==> config.mk <==
export PLATFORM = sky130hd
export DESIGN_NAME = bitmap_page_allocator
export DESIGN_NICKNAME = d
export VERILOG_FILES = /design/src/hw/rtl/bpa_pkg.sv /design/src/hw/rtl/bitmap_page_allocator.sv /design/src/hw/rtl/bpa_bitmap.sv /design/src/hw/rtl/bpa_addsub.sv
export SDC_FILE = /design/constraint.sdc
export NUM_CORES = 1
export LEC_CHECK = 0
export BUFFER_PORTS_ARGS = -buffer_cell sky130_fd_sc_hd__buf_2
export CAP_MARGIN = 20
export CORE_MARGIN = 10
export CORE_UTILIZATION = 29
export CTS_CLUSTER_DIAMETER = 120
export DETAILED_ROUTE_END_ITERATION = 6
export PLACE_DENSITY = 0.41
export SKIP_LAST_GASP = 1
export SLEW_MARGIN = 10
export SYNTH_ARGS = -nofsm -noshare
export SYNTH_HDL_FRONTEND = slang
export SYNTH_SLANG_ARGS = --single-unit
==> constraint.sdc <==
create_clock -name aclk -period 7.35 [get_ports aclk]
set_input_delay 1.47 -clock aclk [delete_from_list [all_inputs] [get_ports aclk]]
set_output_delay 1.47 -clock aclk [all_outputs]
set_load 0.05 [all_outputs]
==> src/hw/rtl/bpa_pkg.sv <==
package bpa_pkg;

    // geometry of the managed region
    localparam int NUM_PAGES   = 1024;
    localparam int PAGE_BYTES  = 4096;
    localparam int PAGE_SHIFT  = $clog2(PAGE_BYTES);
    localparam int WORD_W      = 32;
    localparam int BIT_W       = $clog2(WORD_W);
    localparam int WORD_COUNT  = (NUM_PAGES + WORD_W - 1) / WORD_W;
    localparam int WIDX_W      = (WORD_COUNT > 1) ? $clog2(WORD_COUNT) : 1;
    localparam int PIDX_W      = WIDX_W + BIT_W;
    localparam int ADDR_W      = 32;

    // bytes covered by all pages, used for the upper range check on free
    localparam longint unsigned SPAN = longint'(NUM_PAGES) * longint'(PAGE_BYTES);

    // reset contents of bitmap word 0: first four pages reserved
    localparam logic [WORD_W-1:0] INIT_WORD0 = 32'h0000_000F;
    localparam logic [ADDR_W-1:0] BASE_RESET = 32'h0010_0000;

    // bits of the last word beyond the last page read as used
    localparam int LAST_BITS = NUM_PAGES % WORD_W;
    localparam logic [WORD_W-1:0] LAST_PAD =
        (LAST_BITS == 0) ? '0 : ~((32'h1 << LAST_BITS) - 32'h1);

    // request kinds
    localparam logic OP_ALLOC = 1'b0;
    localparam logic OP_FREE  = 1'b1;

    // result status codes
    localparam logic [1:0] ST_DONE  = 2'd0;
    localparam logic [1:0] ST_FULL  = 2'd1;
    localparam logic [1:0] ST_RANGE = 2'd2;

    // bitmap port request
    typedef struct packed {
        logic              rd_en;
        logic              wr_en;
        logic [WIDX_W-1:0] addr;
        logic [WORD_W-1:0] wdata;
    } bm_req_t;

endpackage

==> src/hw/rtl/bitmap_page_allocator.sv <==
// first-fit page frame allocator over a used-page bitmap
//
// input channel s_*: one request word; s_tuser[0] is the request kind
// (0 allocate, 1 free), s_tdata holds the address to free (ignored on
// allocate). output channel m_*: one result word per request; m_tdata is
// the allocated page address (0 otherwise), m_tuser the status
// (0 done, 1 no free page, 2 free address out of range).
// cfg_we/cfg_wdata write the base address of page 0. the user must write
// it only while idle; the block itself does not enforce this.
// an allocate reads the bitmap one 32-page word per cycle from page 0 up
// through a single-port bitmap ram until it finds a clear bit, then marks
// the page used and forms its address. a free does the range check on the
// shared adder and reads the word, then writes the word back (an
// out-of-range free skips the read and write). s_tready returns the
// cycle after the result is loaded, so a new request is taken only once
// the last one is done.
// the result sits in an output register: a new request is accepted while
// it waits, but the next result is held until m_tready takes the old one.
// reset (aresetn low, synchronous) marks pages 0..3 used, all others free,
// and sets the base to 0x100000; no clearing pass is needed.
module bitmap_page_allocator (
    input  logic        aclk,
    input  logic        aresetn,
    // request
    input  logic        s_tvalid,
    output logic        s_tready,
    input  logic [31:0] s_tdata,   // [31:0] free_address
    input  logic [0:0]  s_tuser,   // [0] operation
    // result
    output logic        m_tvalid,
    input  logic        m_tready,
    output logic [31:0] m_tdata,   // [31:0] page_address
    output logic [1:0]  m_tuser,   // [1:0] status
    // base address register
    input  logic        cfg_we,
    input  logic [31:0] cfg_wdata
);

    // sequencer states
    localparam logic [2:0] S_IDLE  = 3'd0;
    localparam logic [2:0] S_SCAN  = 3'd1;
    localparam logic [2:0] S_ADDR  = 3'd2;
    localparam logic [2:0] S_CHECK = 3'd3;
    localparam logic [2:0] S_CLEAR = 3'd4;
    localparam logic [2:0] S_DONE  = 3'd5;

    localparam logic [bpa_pkg::WIDX_W-1:0] LAST_WORD =
        bpa_pkg::WIDX_W'(bpa_pkg::WORD_COUNT - 1);

    logic [2:0]                         state_reg, state_next;
    logic [bpa_pkg::ADDR_W-1:0]         base_reg;
    logic [bpa_pkg::ADDR_W-1:0]         addr_reg, addr_next;
    logic [bpa_pkg::WIDX_W-1:0]         idx_reg, idx_next;
    logic [bpa_pkg::BIT_W-1:0]          bit_reg, bit_next;
    logic [bpa_pkg::ADDR_W-1:0]         res_addr_reg, res_addr_next;
    logic [1:0]                         res_st_reg, res_st_next;
    logic                               m_tvalid_reg;
    logic [31:0]                        m_tdata_reg;
    logic [1:0]                         m_tuser_reg;

    bpa_pkg::bm_req_t                   bm_req;
    logic [bpa_pkg::WORD_W-1:0]         bm_rdata;
    logic [bpa_pkg::WORD_W-1:0]         scan_word;
    logic                               scan_hit;
    logic [bpa_pkg::BIT_W-1:0]          scan_bit;

    logic [bpa_pkg::ADDR_W-1:0]         alu_a, alu_b;
    logic                               alu_sub;
    logic [bpa_pkg::ADDR_W:0]           alu_sum;
    logic [bpa_pkg::ADDR_W-1:0]         page_off;
    logic [bpa_pkg::PIDX_W-1:0]         rel_page;
    logic                               out_of_range;
    logic                               s_accept;
    logic                               out_load;

    assign s_accept = s_tvalid && s_tready;
    assign s_tready = (state_reg == S_IDLE);
    assign out_load = (state_reg == S_DONE) && (!m_tvalid_reg || m_tready);

    bpa_bitmap u_bitmap (
        .aclk    (aclk),
        .aresetn (aresetn),
        .req     (bm_req),
        .rdata   (bm_rdata)
    );

    bpa_addsub u_addsub (
        .a   (alu_a),
        .b   (alu_b),
        .sub (alu_sub),
        .sum (alu_sum)
    );

    // shared adder: base + page offset on allocate, address - base on free
    assign page_off = bpa_pkg::ADDR_W'({idx_reg, bit_reg}) << bpa_pkg::PAGE_SHIFT;

    always_comb begin
        if (state_reg == S_CHECK) begin
            alu_a   = addr_reg;
            alu_b   = base_reg;
            alu_sub = 1'b1;
        end else begin
            alu_a   = base_reg;
            alu_b   = page_off;
            alu_sub = 1'b0;
        end
    end

    // below base shows as no carry; past the last page as offset >= span
    assign out_of_range = !alu_sum[bpa_pkg::ADDR_W] ||
        ({1'b0, alu_sum[bpa_pkg::ADDR_W-1:0]} >= (bpa_pkg::ADDR_W + 1)'(bpa_pkg::SPAN));
    assign rel_page = alu_sum[bpa_pkg::PAGE_SHIFT +: bpa_pkg::PIDX_W];

    // pages past the end of the region count as used
    assign scan_word = (idx_reg == LAST_WORD) ? (bm_rdata | bpa_pkg::LAST_PAD) : bm_rdata;
    assign scan_hit  = (scan_word != '1);

    // lowest clear bit of the word under scan
    always_comb begin
        scan_bit = '0;
        for (int i = bpa_pkg::WORD_W - 1; i >= 0; i--) begin
            if (!scan_word[i]) begin
                scan_bit = bpa_pkg::BIT_W'(i);
            end
        end
    end

    always_comb begin
        state_next    = state_reg;
        addr_next     = addr_reg;
        idx_next      = idx_reg;
        bit_next      = bit_reg;
        res_addr_next = res_addr_reg;
        res_st_next   = res_st_reg;
        bm_req        = '0;
        case (state_reg)
            S_IDLE: begin
                if (s_accept) begin
                    addr_next = s_tdata;
                    if (s_tuser[0] == bpa_pkg::OP_ALLOC) begin
                        idx_next     = '0;
                        bm_req.rd_en = 1'b1;
                        bm_req.addr  = '0;
                        state_next   = S_SCAN;
                    end else begin
                        state_next = S_CHECK;
                    end
                end
            end
            S_SCAN: begin
                if (scan_hit) begin
                    // mark the page used and go form its address
                    bit_next     = scan_bit;
                    bm_req.wr_en = 1'b1;
                    bm_req.addr  = idx_reg;
                    bm_req.wdata = bm_rdata | (bpa_pkg::WORD_W'(1) << scan_bit);
                    state_next   = S_ADDR;
                end else if (idx_reg == LAST_WORD) begin
                    res_addr_next = '0;
                    res_st_next   = bpa_pkg::ST_FULL;
                    state_next    = S_DONE;
                end else begin
                    idx_next     = idx_reg + 1'b1;
                    bm_req.rd_en = 1'b1;
                    bm_req.addr  = idx_reg + 1'b1;
                end
            end
            S_ADDR: begin
                res_addr_next = alu_sum[bpa_pkg::ADDR_W-1:0];
                res_st_next   = bpa_pkg::ST_DONE;
                state_next    = S_DONE;
            end
            S_CHECK: begin
                if (out_of_range) begin
                    res_addr_next = '0;
                    res_st_next   = bpa_pkg::ST_RANGE;
                    state_next    = S_DONE;
                end else begin
                    idx_next     = rel_page[bpa_pkg::PIDX_W-1 -: bpa_pkg::WIDX_W];
                    bit_next     = rel_page[bpa_pkg::BIT_W-1:0];
                    bm_req.rd_en = 1'b1;
                    bm_req.addr  = rel_page[bpa_pkg::PIDX_W-1 -: bpa_pkg::WIDX_W];
                    state_next   = S_CLEAR;
                end
            end
            S_CLEAR: begin
                bm_req.wr_en  = 1'b1;
                bm_req.addr   = idx_reg;
                bm_req.wdata  = bm_rdata & ~(bpa_pkg::WORD_W'(1) << bit_reg);
                res_addr_next = '0;
                res_st_next   = bpa_pkg::ST_DONE;
                state_next    = S_DONE;
            end
            S_DONE: begin
                if (out_load) begin
                    state_next = S_IDLE;
                end
            end
            default: begin
                state_next = S_IDLE;
            end
        endcase
    end

    always_ff @(posedge aclk) begin
        if (!aresetn) begin
            state_reg    <= S_IDLE;
            base_reg     <= bpa_pkg::BASE_RESET;
            m_tvalid_reg <= 1'b0;
        end else begin
            state_reg <= state_next;
            if (cfg_we) begin
                base_reg <= cfg_wdata;
            end
            if (out_load) begin
                m_tvalid_reg <= 1'b1;
            end else if (m_tready) begin
                m_tvalid_reg <= 1'b0;
            end
        end
    end

    // working and result payload, no reset needed
    always_ff @(posedge aclk) begin
        addr_reg     <= addr_next;
        idx_reg      <= idx_next;
        bit_reg      <= bit_next;
        res_addr_reg <= res_addr_next;
        res_st_reg   <= res_st_next;
        if (out_load) begin
            m_tdata_reg <= res_addr_reg;
            m_tuser_reg <= res_st_reg;
        end
    end

    assign m_tvalid = m_tvalid_reg;
    assign m_tdata  = m_tdata_reg;
    assign m_tuser  = m_tuser_reg;

    // a request leaves the sequencer busy
    a_busy_after_accept: assert property (@(posedge aclk) disable iff (!aresetn)
        s_accept |=> !s_tready)
        else $error("sequencer idle right after accepting a request");

    // the bitmap port never reads and writes in one cycle
    a_single_port: assert property (@(posedge aclk) disable iff (!aresetn)
        !(bm_req.rd_en && bm_req.wr_en))
        else $error("bitmap read and write in the same cycle");

    // only a successful allocate returns a nonzero address
    a_addr_zero: assert property (@(posedge aclk) disable iff (!aresetn)
        (m_tvalid && (m_tuser == bpa_pkg::ST_FULL || m_tuser == bpa_pkg::ST_RANGE))
        |-> (m_tdata == '0))
        else $error("nonzero address on a failed request");

    // result status is always a defined code
    a_status_code: assert property (@(posedge aclk) disable iff (!aresetn)
        m_tvalid |-> (m_tuser == bpa_pkg::ST_DONE || m_tuser == bpa_pkg::ST_FULL ||
                      m_tuser == bpa_pkg::ST_RANGE))
        else $error("undefined result status");

endmodule

==> src/hw/rtl/bpa_bitmap.sv <==
module bpa_bitmap (
    input  logic              aclk,
    input  logic              aresetn,
    input  bpa_pkg::bm_req_t  req,
    output logic [bpa_pkg::WORD_W-1:0] rdata
);

    logic [bpa_pkg::WORD_W-1:0]     mem [bpa_pkg::WORD_COUNT];
    logic [bpa_pkg::WORD_COUNT-1:0] valid_reg;
    logic [bpa_pkg::WORD_W-1:0]     rd_word_reg;
    logic [bpa_pkg::WORD_W-1:0]     rd_init_reg;
    logic                           rd_valid_reg;

    // one port: write or registered read
    always_ff @(posedge aclk) begin
        if (req.wr_en) begin
            mem[req.addr] <= req.wdata;
        end
        if (req.rd_en) begin
            rd_word_reg  <= mem[req.addr];
            rd_valid_reg <= valid_reg[req.addr];
            rd_init_reg  <= (req.addr == '0) ? bpa_pkg::INIT_WORD0 : '0;
        end
    end

    // words never written read as their reset contents
    always_ff @(posedge aclk) begin
        if (!aresetn) begin
            valid_reg <= '0;
        end else if (req.wr_en) begin
            valid_reg[req.addr] <= 1'b1;
        end
    end

    assign rdata = rd_valid_reg ? rd_word_reg : rd_init_reg;

endmodule

==> src/hw/rtl/bpa_addsub.sv <==
module bpa_addsub (
    input  logic [bpa_pkg::ADDR_W-1:0] a,
    input  logic [bpa_pkg::ADDR_W-1:0] b,
    input  logic                       sub,
    output logic [bpa_pkg::ADDR_W:0]   sum
);

    logic [bpa_pkg::ADDR_W-1:0] b_op;

    // carry out of a subtract is set when a >= b
    assign b_op = sub ? ~b : b;
    assign sum  = {1'b0, a} + {1'b0, b_op} + {{bpa_pkg::ADDR_W{1'b0}}, sub};

endmodule
# [Word level (Yosys, flattened, before mapping)]
# Memory sizes are Yosys's and may differ from the RTL's. A register that Yosys moved wholly into a read port is not among the register bits.
# Cells that the tools add are included.
[op_classes] addsub=3 n_lt_le_gt_ge=3 n_eq_ne=17 n_shift=2 muxes=84 bitwise_logic=5 reduce_logical=21
[op_table] cell="2-to-1 mux 32 bit" count=8
[op_table] cell="2-to-1 mux 5 bit" count=42
[op_table] cell="one-hot mux 32 bit (4 select lines)" count=1
[op_table] cell="inverter 32 bit" count=2
[op_table] cell="bitwise OR 32 bit" count=2
[op_table] cell="one-hot mux 32 bit (2 select lines)" count=1
[op_table] cell="<< shifter 1 x 5 -> 32 bit (first input constant)" count=2
[op_table] cell="adder 32 x 32 -> 33 bit" count=1
[op_table] cell="adder 33 x 1 -> 33 bit" count=1
[op_table] cell="AND 32 bit" count=1
[op_table] cell=">= comparator 32 x 23 -> 1 bit (second input constant)" count=1
[op_table] cell="!= test 32 bit (second input constant)" count=1
[op_table] cell="one-hot mux 5 bit (3 select lines)" count=2
[op_table] cell="!= test 2 bit (second input constant)" count=8
[op_table] cell="one-hot mux 3 bit (5 select lines)" count=1
[op_table] cell="2-to-1 mux 1 bit" count=14
[op_table] cell="2-to-1 mux 3 bit" count=4
[op_table] cell="one-hot mux 5 bit (2 select lines)" count=1
[op_table] cell="2-to-1 mux 2 bit" count=4
[op_table] cell="AND reduction 4 bit" count=2
[op_table] cell="equality test 3 x 2 -> 1 bit (second input constant)" count=2
[op_table] cell="equality test 3 bit (second input constant)" count=2
[op_table] cell="< comparator 5 x 6 -> 1 bit (second input constant)" count=1
[op_table] cell="one-hot mux 2 bit (3 select lines)" count=1
[op_table] cell="23 further kinds" count=30
[totals] regBits=211 ramBits=1024 in_bits=70 output_inout_bits=36 memories=1
[mem_list] name="u_bitmap.mem" depth=32 word_bits=32 read_ports=1 rd_clocked_by_memory_dff=1 wr=1 line="bpa_bitmap.sv:8" rtl="logic [bpa_pkg::WORD_W-1:0] mem [bpa_pkg::WORD_COUNT];"

# [Longest topological paths before layout]
# Gate-level depths: netlist (run 1).
[depth] depth_word=37 mapped_depth=25 depth_no_buf=18

# [Modules after synthesis]
# A second synthesis (run 1) with hierarchy kept.
[unflattened] hier_cells=3317 area_unflattened_um2=51090.2
[modules_own_cells] module="bpa_bitmap" n_inst=1 cells_per_inst=2245 area_per_inst_um2=41429.7 seq_area_each_um2=32411.1
[modules_own_cells] module="bitmap_page_allocator" n_inst=1 cells_per_inst=739 area_per_inst_um2=7290.7 seq_area_each_um2=4023.9
[modules_own_cells] module="bpa_addsub" n_inst=1 cells_per_inst=333 area_per_inst_um2=2369.8 seq_area_each_um2=0.0

# [Worst setup path before layout (run 1)]
# Ideal clock, no wire load.
[synth_timing] path_kind="reg-to-reg" from="reg state_reg[0]" to="mem u_bitmap.mem[24][0] (netlist bit), enable pin" setup_time_ps=423 arrival_time_ps=5654 path_slack_ps=1273 path_stages_with_launch=24 n_path_buf=7 synth_period_minus_slack_ps=6077 path_cell_list="dfxtp_1 buf_2 nand3b_2 inv_1 clkbuf_1 clkbuf_1 nand2_1 nand2_1 ha_1 buf_6 a21oi_4 nor3b_2 o311a_4 nor4_2 a21boi_1 a211o_1 nor4_4 and2_1 buf_4 o21ai_1 or2_0 buf_2 buf_2 nor2_1"
[synth_via] elab_chain_cells=10
[synth_rtl] item="from (decl)" line="bitmap_page_allocator.sv:50" rtl="logic [2:0] state_reg, state_next;"
[synth_rtl] item="from (signal assigned)" line="bitmap_page_allocator.sv:211" rtl="state_reg <= state_next;"
[synth_rtl] item="equality test 3 x 2 -> 1 bit" line="bitmap_page_allocator.sv:98, bitmap_page_allocator.sv:136"
[synth_rtl] item="2-to-1 mux 32 bit" line="bitmap_page_allocator.sv:98" rtl="if (state_reg == S_CHECK) begin"
[synth_rtl] item="inverter 32 bit" line="bpa_addsub.sv:11" rtl="assign b_op = sub ? ~b : b;"
[synth_rtl] item="2-to-1 mux 32 bit" line="bpa_addsub.sv:11"
[synth_rtl] item="adder 32 x 32 -> 33 bit" line="bpa_addsub.sv:12" rtl="assign sum = {1'b0, a} + {1'b0, b_op} + {{bpa_pkg::ADDR_W{1'b0}}, sub};"
[synth_rtl] item="adder 33 x 1 -> 33 bit" line="bpa_addsub.sv:12"
[synth_rtl] item=">= comparator 32 x 23 -> 1 bit or zero test 1 bit (tied branches)" line="bitmap_page_allocator.sv:111, bitmap_page_allocator.sv:110"
[synth_rtl] item="logical OR 1 bit" line="bitmap_page_allocator.sv:110" rtl="assign out_of_range = !alu_sum[bpa_pkg::ADDR_W] ||"
[synth_rtl] item="2-to-1 mux 5 bit" line="bitmap_page_allocator.sv:174" rtl="if (out_of_range) begin"
[synth_rtl] item="one-hot mux 5 bit (3 select lines)" line="bitmap_page_allocator.sv:136" rtl="case (state_reg)"
[synth_rtl] item="to (decl)" line="bpa_bitmap.sv:8"
# Several ways; a longest one is shown, not always the timed one.

# [Worst setup path after layout (run 1)]
[layout_timing] from="reg state_reg[0]" to="mem u_bitmap.mem[30][5] (netlist bit), enable pin"
# Same word-level chain as after synthesis.

==> results.sh, run 1 <==
export IMPL_status="complete, no violations"
export IMPL_grtUsageTotal=0.190
export IMPL_io_pins=106
export IMPL_yosysWarnings=0
export IMPL_cts_tree="yes"
export IMPL_postSynthCellCount=4045
export IMPL_die_h_microns=441
export IMPL_synth_distinct_cells=82
export IMPL_internal_power_w=0.0126
export IMPL_synth_async_reset_ratio=0
export IMPL_hp_class="reg -> reg"
export IMPL_min_period_ps=6760
export IMPL_die_area_sq_um=195000
export IMPL_drc=0
export IMPL_start_util=0.292
export IMPL_num_vias=34600
export IMPL_synth_top_area_share=0.681
export IMPL_ir_drop_v=0.000267
export IMPL_grt_pass1_vias=33600
export IMPL_met2WireLength_microns=89300
export IMPL_cts_max_level=4
export IMPL_synth_area_sq_um=51500
export IMPL_setup_viol=0
export IMPL_largest_register="u_bitmap.mem"
export IMPL_p_per_area_nw_per_um2=293
export IMPL_fin_util=0.342
export IMPL_wl_microns=190000
export IMPL_grt_setup_unrepaired="false"
export IMPL_cp_end_kind="register"
export IMPL_gp_routability_congestion=0.841
export IMPL_ys_seq_elements=1236
export IMPL_hold_violations=0
export IMPL_top_layer="met4"
export IMPL_port_buffers=105
export IMPL_worstMarginPinSlew_ps=1150
export IMPL_clkPwrFrac=0.382
export IMPL_swShare=0.287
export IMPL_slew_headroom=0.236
export IMPL_rows=154
export IMPL_layout_commonest_cell="edfxtp_1"
export IMPL_synthTopCellsByArea="edfxtp_1, nand2_1, dfxtp_1"
export IMPL_hold_buffers=0
export IMPL_power_switching_w=0.00507
export IMPL_required_ps=7760
export IMPL_cp_arrival_ps=7170
export IMPL_met3_length_microns=9730
export IMPL_wl_met1_microns=86300
export IMPL_n_antenna_cell=0
export IMPL_clock_sinks=1236
export IMPL_wire_per_inst_microns=28.6
export IMPL_drt_pass1_iterations=6
export IMPL_ys_seq_area_frac=0.707
export IMPL_drive_gt1_frac=0.132
export IMPL_comb_power_share=0.151
export IMPL_grt_max_degree=155
export IMPL_power_leakage_nw=20.4
export IMPL_post_cts_setup_buffers=0
export IMPL_die_w_microns=441
export IMPL_most_common_layout_cells="edfxtp_1, nand2_1, nand3_1, clkbuf_16"
export IMPL_post_cts_resized=0
export IMPL_synthFlopType="edfxtp_1"
export IMPL_cts_root_buf="clkbuf_16"
export IMPL_dp_hpwl_microns=108000
export IMPL_via_per_inst=5.22
export IMPL_final_net_count=4286
export IMPL_fin_crit_sh=0.920
export IMPL_area_growth_pct=17.1
export IMPL_insertion_delay_ps=800
export IMPL_crit_fanout=38
export IMPL_fmax_mhz=148
export IMPL_synth_edf_count=1168
export IMPL_start_kind="register"
export IMPL_synth_top_area_cell="edfxtp_1"
export IMPL_avgSynthCellArea_sq_um=12.7
export IMPL_maxCapViolations=0
export IMPL_syn_nets=4149
export IMPL_grt_pass1_wl_microns=267000
export IMPL_cts_made_buffers=141
export IMPL_largest_reg_flops=1024
export IMPL_path_class="reg -> reg"
export IMPL_coreArea_sq_um=176000
export IMPL_drt_iter0_drc=3469
export IMPL_grt_ovfl_total=0
export IMPL_clkTransAtPathRegs_ps=60
export IMPL_ant_nets=0
export IMPL_power_frac_seq=0.467
export IMPL_setup_tns_ps=0
export IMPL_drv_slew=0
export IMPL_antenna_found_initial=4
export IMPL_clockBufferDepth=3
export IMPL_skew_ps=26.7
[metrics by stage]
| step | hold slack (ps) | std cells | area [sq um] | power [W] | setup slack [ps] |
|---|---|---|---|---|---|
| floorplan | 400 | 4045 | 51500 | 0.00984 | 1270 |
| global placement | 402 | 6378 | 55900 | 0.0111 | 538 |
| detailed placement | 405 | 6378 | 55900 | 0.0111 | 559 |
| CTS | 417 | 6638 | 60300 | 0.0178 | 537 |
| global route | 424 | 6639 | 60300 | 0.0183 | 287 |
| finish | 414 | 6639 | 60300 | 0.0176 | 589 |
[power by group through the flow]
stage	logic, W	registers (W)	clock network [W]
6_report	0.00266	0.00824	0.00675
5_1_grt	0.00287	0.00825	0.00717
4_1_cts	0.00268	0.00824	0.00689
3_5_place_dp	0.00267	0.00838	0
3_3_place_gp	0.00267	0.00839	0
2_1_floorplan	0.00152	0.00832	0
[metal layers]
metal | track usage | up-vias
met1 | 0.264 | 17800
met3 | 0.0277 | 226
li1 | - | 15500
met4 | 0.0493 | 0
met5 | 0 | -
met2 | 0.311 | 1115
[cells in the mapped netlist (all sizes together) (6+ instances only)]
cell type / instances
dfxtp: 68
and3: 119
o21ai: 52
clkbuf: 111
inv: 17
a22oi: 58
nand2: 992
nand3: 208
a21o: 13
xnor2: 14
o31ai: 6
buf: 161
or2: 9
a211o: 7
nand4: 32
o211ai: 13
nor4: 14
nor2b: 51
nor2: 130
ha: 33
a31oi: 146
mux2i: 48
xor2: 10
a221oi: 13
nor3: 20
a211oi: 118
o21a: 39
a311oi: 101
nand2b: 14
a21boi: 12
and2: 17
a21oi: 171
nor3b: 7
edfxtp: 1168
[cell families (layout without fill, tap and decap cells)]
family | Yosys count | in the layout | share of synthesized area
and+or+nand+nor | 1624 | 1624 | 0.139
DFF | 1236 | 1236 | 0.707
AOI/OAI and AO/OA | 789 | 789 | 0.107
buffers and inverters | 289 | 543 | 0.0247
muxes | 49 | 49 | 0.00955
adders and majority gates | 34 | 34 | 0.00840
xor gates and xnor gates | 24 | 24 | 0.00423
[worst max-delay path, stage by stage (launching register included)]
cell and delay [ps]:
dfxtp_1 530, nand3b_4 330, inv_1 200, buf_12 250, mux2i_1 310, inv_1 70
ha_1 200, a2111o_1 350, a31oi_2 270, o211a_4 270, a21oi_2 90, o21ai_0 350
o221ai_1 280, nor4_4 440, nand2_2 220, o21ai_4 360, nand3_1 120, buf_4 240
nor2_4 780, buf_4 640
[layout make-up]
| cell class | count | area [sq um] |
|---|---|---|
| clock buffer | 179 | 3800 |
| clock inverter | 81 | 558 |
| fill | 17300 | 116000 |
| inverter | 17 | 63.8 |
| multi-input combinational | 2520 | 14400 |
| sequential | 1236 | 36400 |
| tap | 2340 | 2930 |
| timing repair buffer | 266 | 2150 |
[worst paths after layout]
path	endpoint	depth (start not counted)	slack, ps	startpoint
setup / recovery	u_bitmap.mem[30][5]$_DFFE_PP_	19	590	state_reg[0]$_SDFFE_PN0P_
setup reg to reg	u_bitmap.mem[30][5]$_DFFE_PP_	19	590	state_reg[0]$_SDFFE_PN0P_
hold / removal	m_tdata[11]$_DFFE_PP_	0	410	res_addr_reg[11]$_SDFFCE_PP0P_
hold reg to reg	m_tdata[11]$_DFFE_PP_	0	410	res_addr_reg[11]$_SDFFCE_PP0P_
(Power assumes the default switching activity.)
==> run 2, diff against run 1 <==
--- a/config.mk
+++ b/config.mk
@@ -7,7 +7,8 @@
 export LEC_CHECK = 0
 export BUFFER_PORTS_ARGS = -buffer_cell sky130_fd_sc_hd__buf_2
 export CAP_MARGIN = 20
-export CORE_MARGIN = 10
+export CORE_ASPECT_RATIO = 1.25
+export CORE_MARGIN = 4
 export CORE_UTILIZATION = 29
 export CTS_CLUSTER_DIAMETER = 120
 export DETAILED_ROUTE_END_ITERATION = 6
@@ -16,4 +17,5 @@
 export SLEW_MARGIN = 10
 export SYNTH_ARGS = -nofsm -noshare
 export SYNTH_HDL_FRONTEND = slang
+export SYNTH_HIERARCHICAL = 1
 export SYNTH_SLANG_ARGS = --single-unit
==> run 2 against run 1 <==
Design area is 0.77% higher. Sequential power decreased by 0.5%. Critical path type unchanged. Non-clock buffer count up 49. Critical path depth up 6. Critical endpoint is now u_bitmap/rd_word_reg[23]$_DFFE_PP_. Die area is 6.1% lower. Largest cell class unchanged.
==> results.sh, run 2 <==
export IMPL_status="complete, no violations"
export IMPL_worstHoldStart="res_addr_reg[0]$_SDFFCE_PN0P_"
export IMPL_syn_nets=3424
export IMPL_largest_register="u_bitmap/mem"
export IMPL_yosysMostFrequentCell="edfxtp_1"
export IMPL_port_buffers=105
export IMPL_start_kind="register"
export IMPL_gp_routability_congestion=0.845
export IMPL_use_met3=0.0261
export IMPL_grt_pass1_vias=30000
export IMPL_clockBufferDepth=3
export IMPL_synth_compound_area_share=0.0687
export IMPL_grt_use_met2=0.309
export IMPL_ant_nets=0
export IMPL_area_growth_pct=19.0
export IMPL_path_buf_inv=6
export IMPL_slew_headroom=0.297
export IMPL_cts_max_level=4
export IMPL_hp_class="reg -> reg"
export IMPL_ys_seq_area_frac=0.713
export IMPL_comb_power_share=0.159
export IMPL_grt_pass1_wl_microns=226000
export IMPL_synth_area_sq_um=51100
export IMPL_grt_max_degree=72
export IMPL_fin_crit_sh=0.922
export IMPL_post_cts_setup_buffers=0
export IMPL_drt_iter0_drc=1882
export IMPL_hold_depth=0
export IMPL_grt_ovfl_total=0
export IMPL_pre_cts_ws_ps=156
export IMPL_via_per_inst=4.91
export IMPL_synth_top_area_share=0.687
export IMPL_maxCapViolations=0
export IMPL_fin_util=0.349
export IMPL_slowest_stage="nor4_1"
export IMPL_die_w_microns=383
export IMPL_yosysWarnings=6
export IMPL_critPathMaxStageDelay_ps=830
export IMPL_setup_ws_ps=574
export IMPL_muxShareOfSynthArea=0.111
export IMPL_wl_microns=159000
export IMPL_io_pins=106
export IMPL_path_class="reg -> reg"
export IMPL_postSynthCellCount=3317
export IMPL_post_cts_resized=0
export IMPL_final_cells=6016
export IMPL_most_common_layout_cells="edfxtp_1, mux2i_1, o22ai_1, nand2_1, buf_4"
export IMPL_p_total_w=0.0175
export IMPL_synthFlopType="edfxtp_1"
export IMPL_num_vias=29500
export IMPL_worstMarginPinSlew_ps=1050
export IMPL_reg2reg_depth=25
export IMPL_synth_edf_count=1168
export IMPL_rr_endpoint="u_bitmap/rd_word_reg[23]$_DFFE_PP_"
export IMPL_drc=0
export IMPL_p_per_area_nw_per_um2=288
export IMPL_synthSimpleGateAreaFrac=0.0666
export IMPL_synth_xor_xnor_area_share=0.0105
export IMPL_synth_top_area_cell="edfxtp_1"
export IMPL_cp_arrival_ps=7240
export IMPL_power_frac_seq=0.468
export IMPL_reg2reg_from="state_reg[1]$_SDFFE_PN0P_"
export IMPL_ys_seq_elements=1236
export IMPL_critPathTopFamily="simple AND/OR/NAND/NOR gates"
export IMPL_internal_power_w=0.0128
export IMPL_synth_async_reset_ratio=0
export IMPL_power_leakage_nw=20.0
export IMPL_synthTopCellsByArea="edfxtp_1, mux2i_1, o22ai_1"
export IMPL_drt_pass1_iterations=5
export IMPL_grt_setup_unrepaired="true"
export IMPL_swShare=0.269
export IMPL_antenna_found_initial=3
export IMPL_clkTransAtPathRegs_ps=60
export IMPL_cp_end_kind="register"
export IMPL_synth_adder_area_share=0.00921
export IMPL_r2r_setup_slack_ps=570
export IMPL_clkPwrFrac=0.373
export IMPL_synth_distinct_cells=87
export IMPL_min_to="m_tdata[0]$_DFFE_PP_"
export IMPL_die_h_microns=477
export IMPL_hold_buffers=0
export IMPL_cpMostUsedCell="buf_12"
export IMPL_synthTopCellsByCount="edfxtp_1, mux2i_1, o22ai_1"
export IMPL_layout_commonest_cell="edfxtp_1"
export IMPL_place_area_sq_um=56400
export IMPL_met1_usage=0.212
export IMPL_fin_area_sq_um=60800
export IMPL_dp_cells=5769
export IMPL_rows=171
export IMPL_setup_viol=0
export IMPL_ir_drop_v=0.000178
export IMPL_fmax_mhz=148
export IMPL_skew_ps=29.8
export IMPL_min_period_ps=6780
export IMPL_synth_top_family_by_area="multiplexers"
export IMPL_grtUsageTotal=0.170
export IMPL_dp_hpwl_microns=101000
export IMPL_required_ps=7820
export IMPL_insertion_delay_ps=770
export IMPL_power_switching_w=0.00471
export IMPL_cts_root_buf="clkbuf_16"
export IMPL_coreArea_sq_um=174000
export IMPL_start_util=0.293
export IMPL_top_usage_layer="met2"
export IMPL_cts_made_buffers=131
export IMPL_avgSynthCellArea_sq_um=15.4
export IMPL_largest_reg_flops=1024
export IMPL_hold_violations=0
export IMPL_die_area_sq_um=183000
export IMPL_clock_sinks=1236
export IMPL_crit_fanout=44
export IMPL_wire_per_inst_microns=26.4
export IMPL_cts_tree="yes"
export IMPL_drv_slew=0
export IMPL_drive_gt1_frac=0.165
export IMPL_final_net_count=3676
[run 2: worst max-delay path by stage]
stage	startpoint	endpoint	slack, ps	depth (start not counted)
2_1_floorplan	state_reg[1]$_SDFFE_PN0P_	u_bitmap/mem[26][0]$_DFFE_PP_	-820	26
3_3_place_gp	state_reg[1]$_SDFFE_PN0P_	u_bitmap/rd_word_reg[8]$_DFFE_PP_	10	26
3_5_place_dp	state_reg[1]$_SDFFE_PN0P_	u_bitmap/rd_word_reg[8]$_DFFE_PP_	160	26
4_1_cts	state_reg[1]$_SDFFE_PN0P_	u_bitmap/rd_word_reg[5]$_DFFE_PP_	110	24
5_1_grt	state_reg[1]$_SDFFE_PN0P_	u_bitmap/rd_word_reg[8]$_DFFE_PP_	-30	26
6_report	state_reg[1]$_SDFFE_PN0P_	u_bitmap/rd_word_reg[23]$_DFFE_PP_	570	25
[run 2: layout make-up]
| cell class | count | area, sq um |
|---|---|---|
| antenna | 6 | 15.0 |
| clock buffer | 175 | 3640 |
| clock inverter | 64 | 569 |
| fill | 16800 | 114000 |
| inverter | 25 | 95.1 |
| multi-input combinational | 1860 | 14200 |
| sequential | 1236 | 36400 |
| tap | 2335 | 2920 |
| timing repair buffer | 315 | 2860 |
[run 2: logic make-up (layout without fill, tap and decap cells)]
family | after synthesis | count (layout)
adders and majority gates | 37 | 37
xor gates and xnor gates | 61 | 61
DFF | 1236 | 1236
muxes | 565 | 565
buffers and inverters | 221 | 579
other | 0 | 6
AOI/OAI and AO/OA | 546 | 546
and+or+nand+nor | 651 | 651
[run 2: power by group through the flow]
| stage | registers, W | logic, W | clock network, W |
|---|---|---|---|
| 2_1_floorplan | 0.00831 | 0.00163 | 0 |
| 3_3_place_gp | 0.00835 | 0.00281 | 0 |
| 3_5_place_dp | 0.00835 | 0.00281 | 0 |
| 4_1_cts | 0.00820 | 0.00281 | 0.00674 |
| 5_1_grt | 0.00821 | 0.00298 | 0.00703 |
| 6_report | 0.00820 | 0.00279 | 0.00654 |
[run 2: per-layer routing]
layer,share of wire,routed length [microns]
met5,0.00010,16
met4,0.020,3160
met3,0.035,5600
met2,0.52,82900
met1,0.42,67000
[run 2: per-stage QoR]
stage,TNS [ps],hold slack [ps]
2_1_floorplan,-96370,400
3_3_place_gp,0,402
3_5_place_dp,0,405
4_1_cts,0,417
5_1_grt,-44.5,427
6_report,0,415
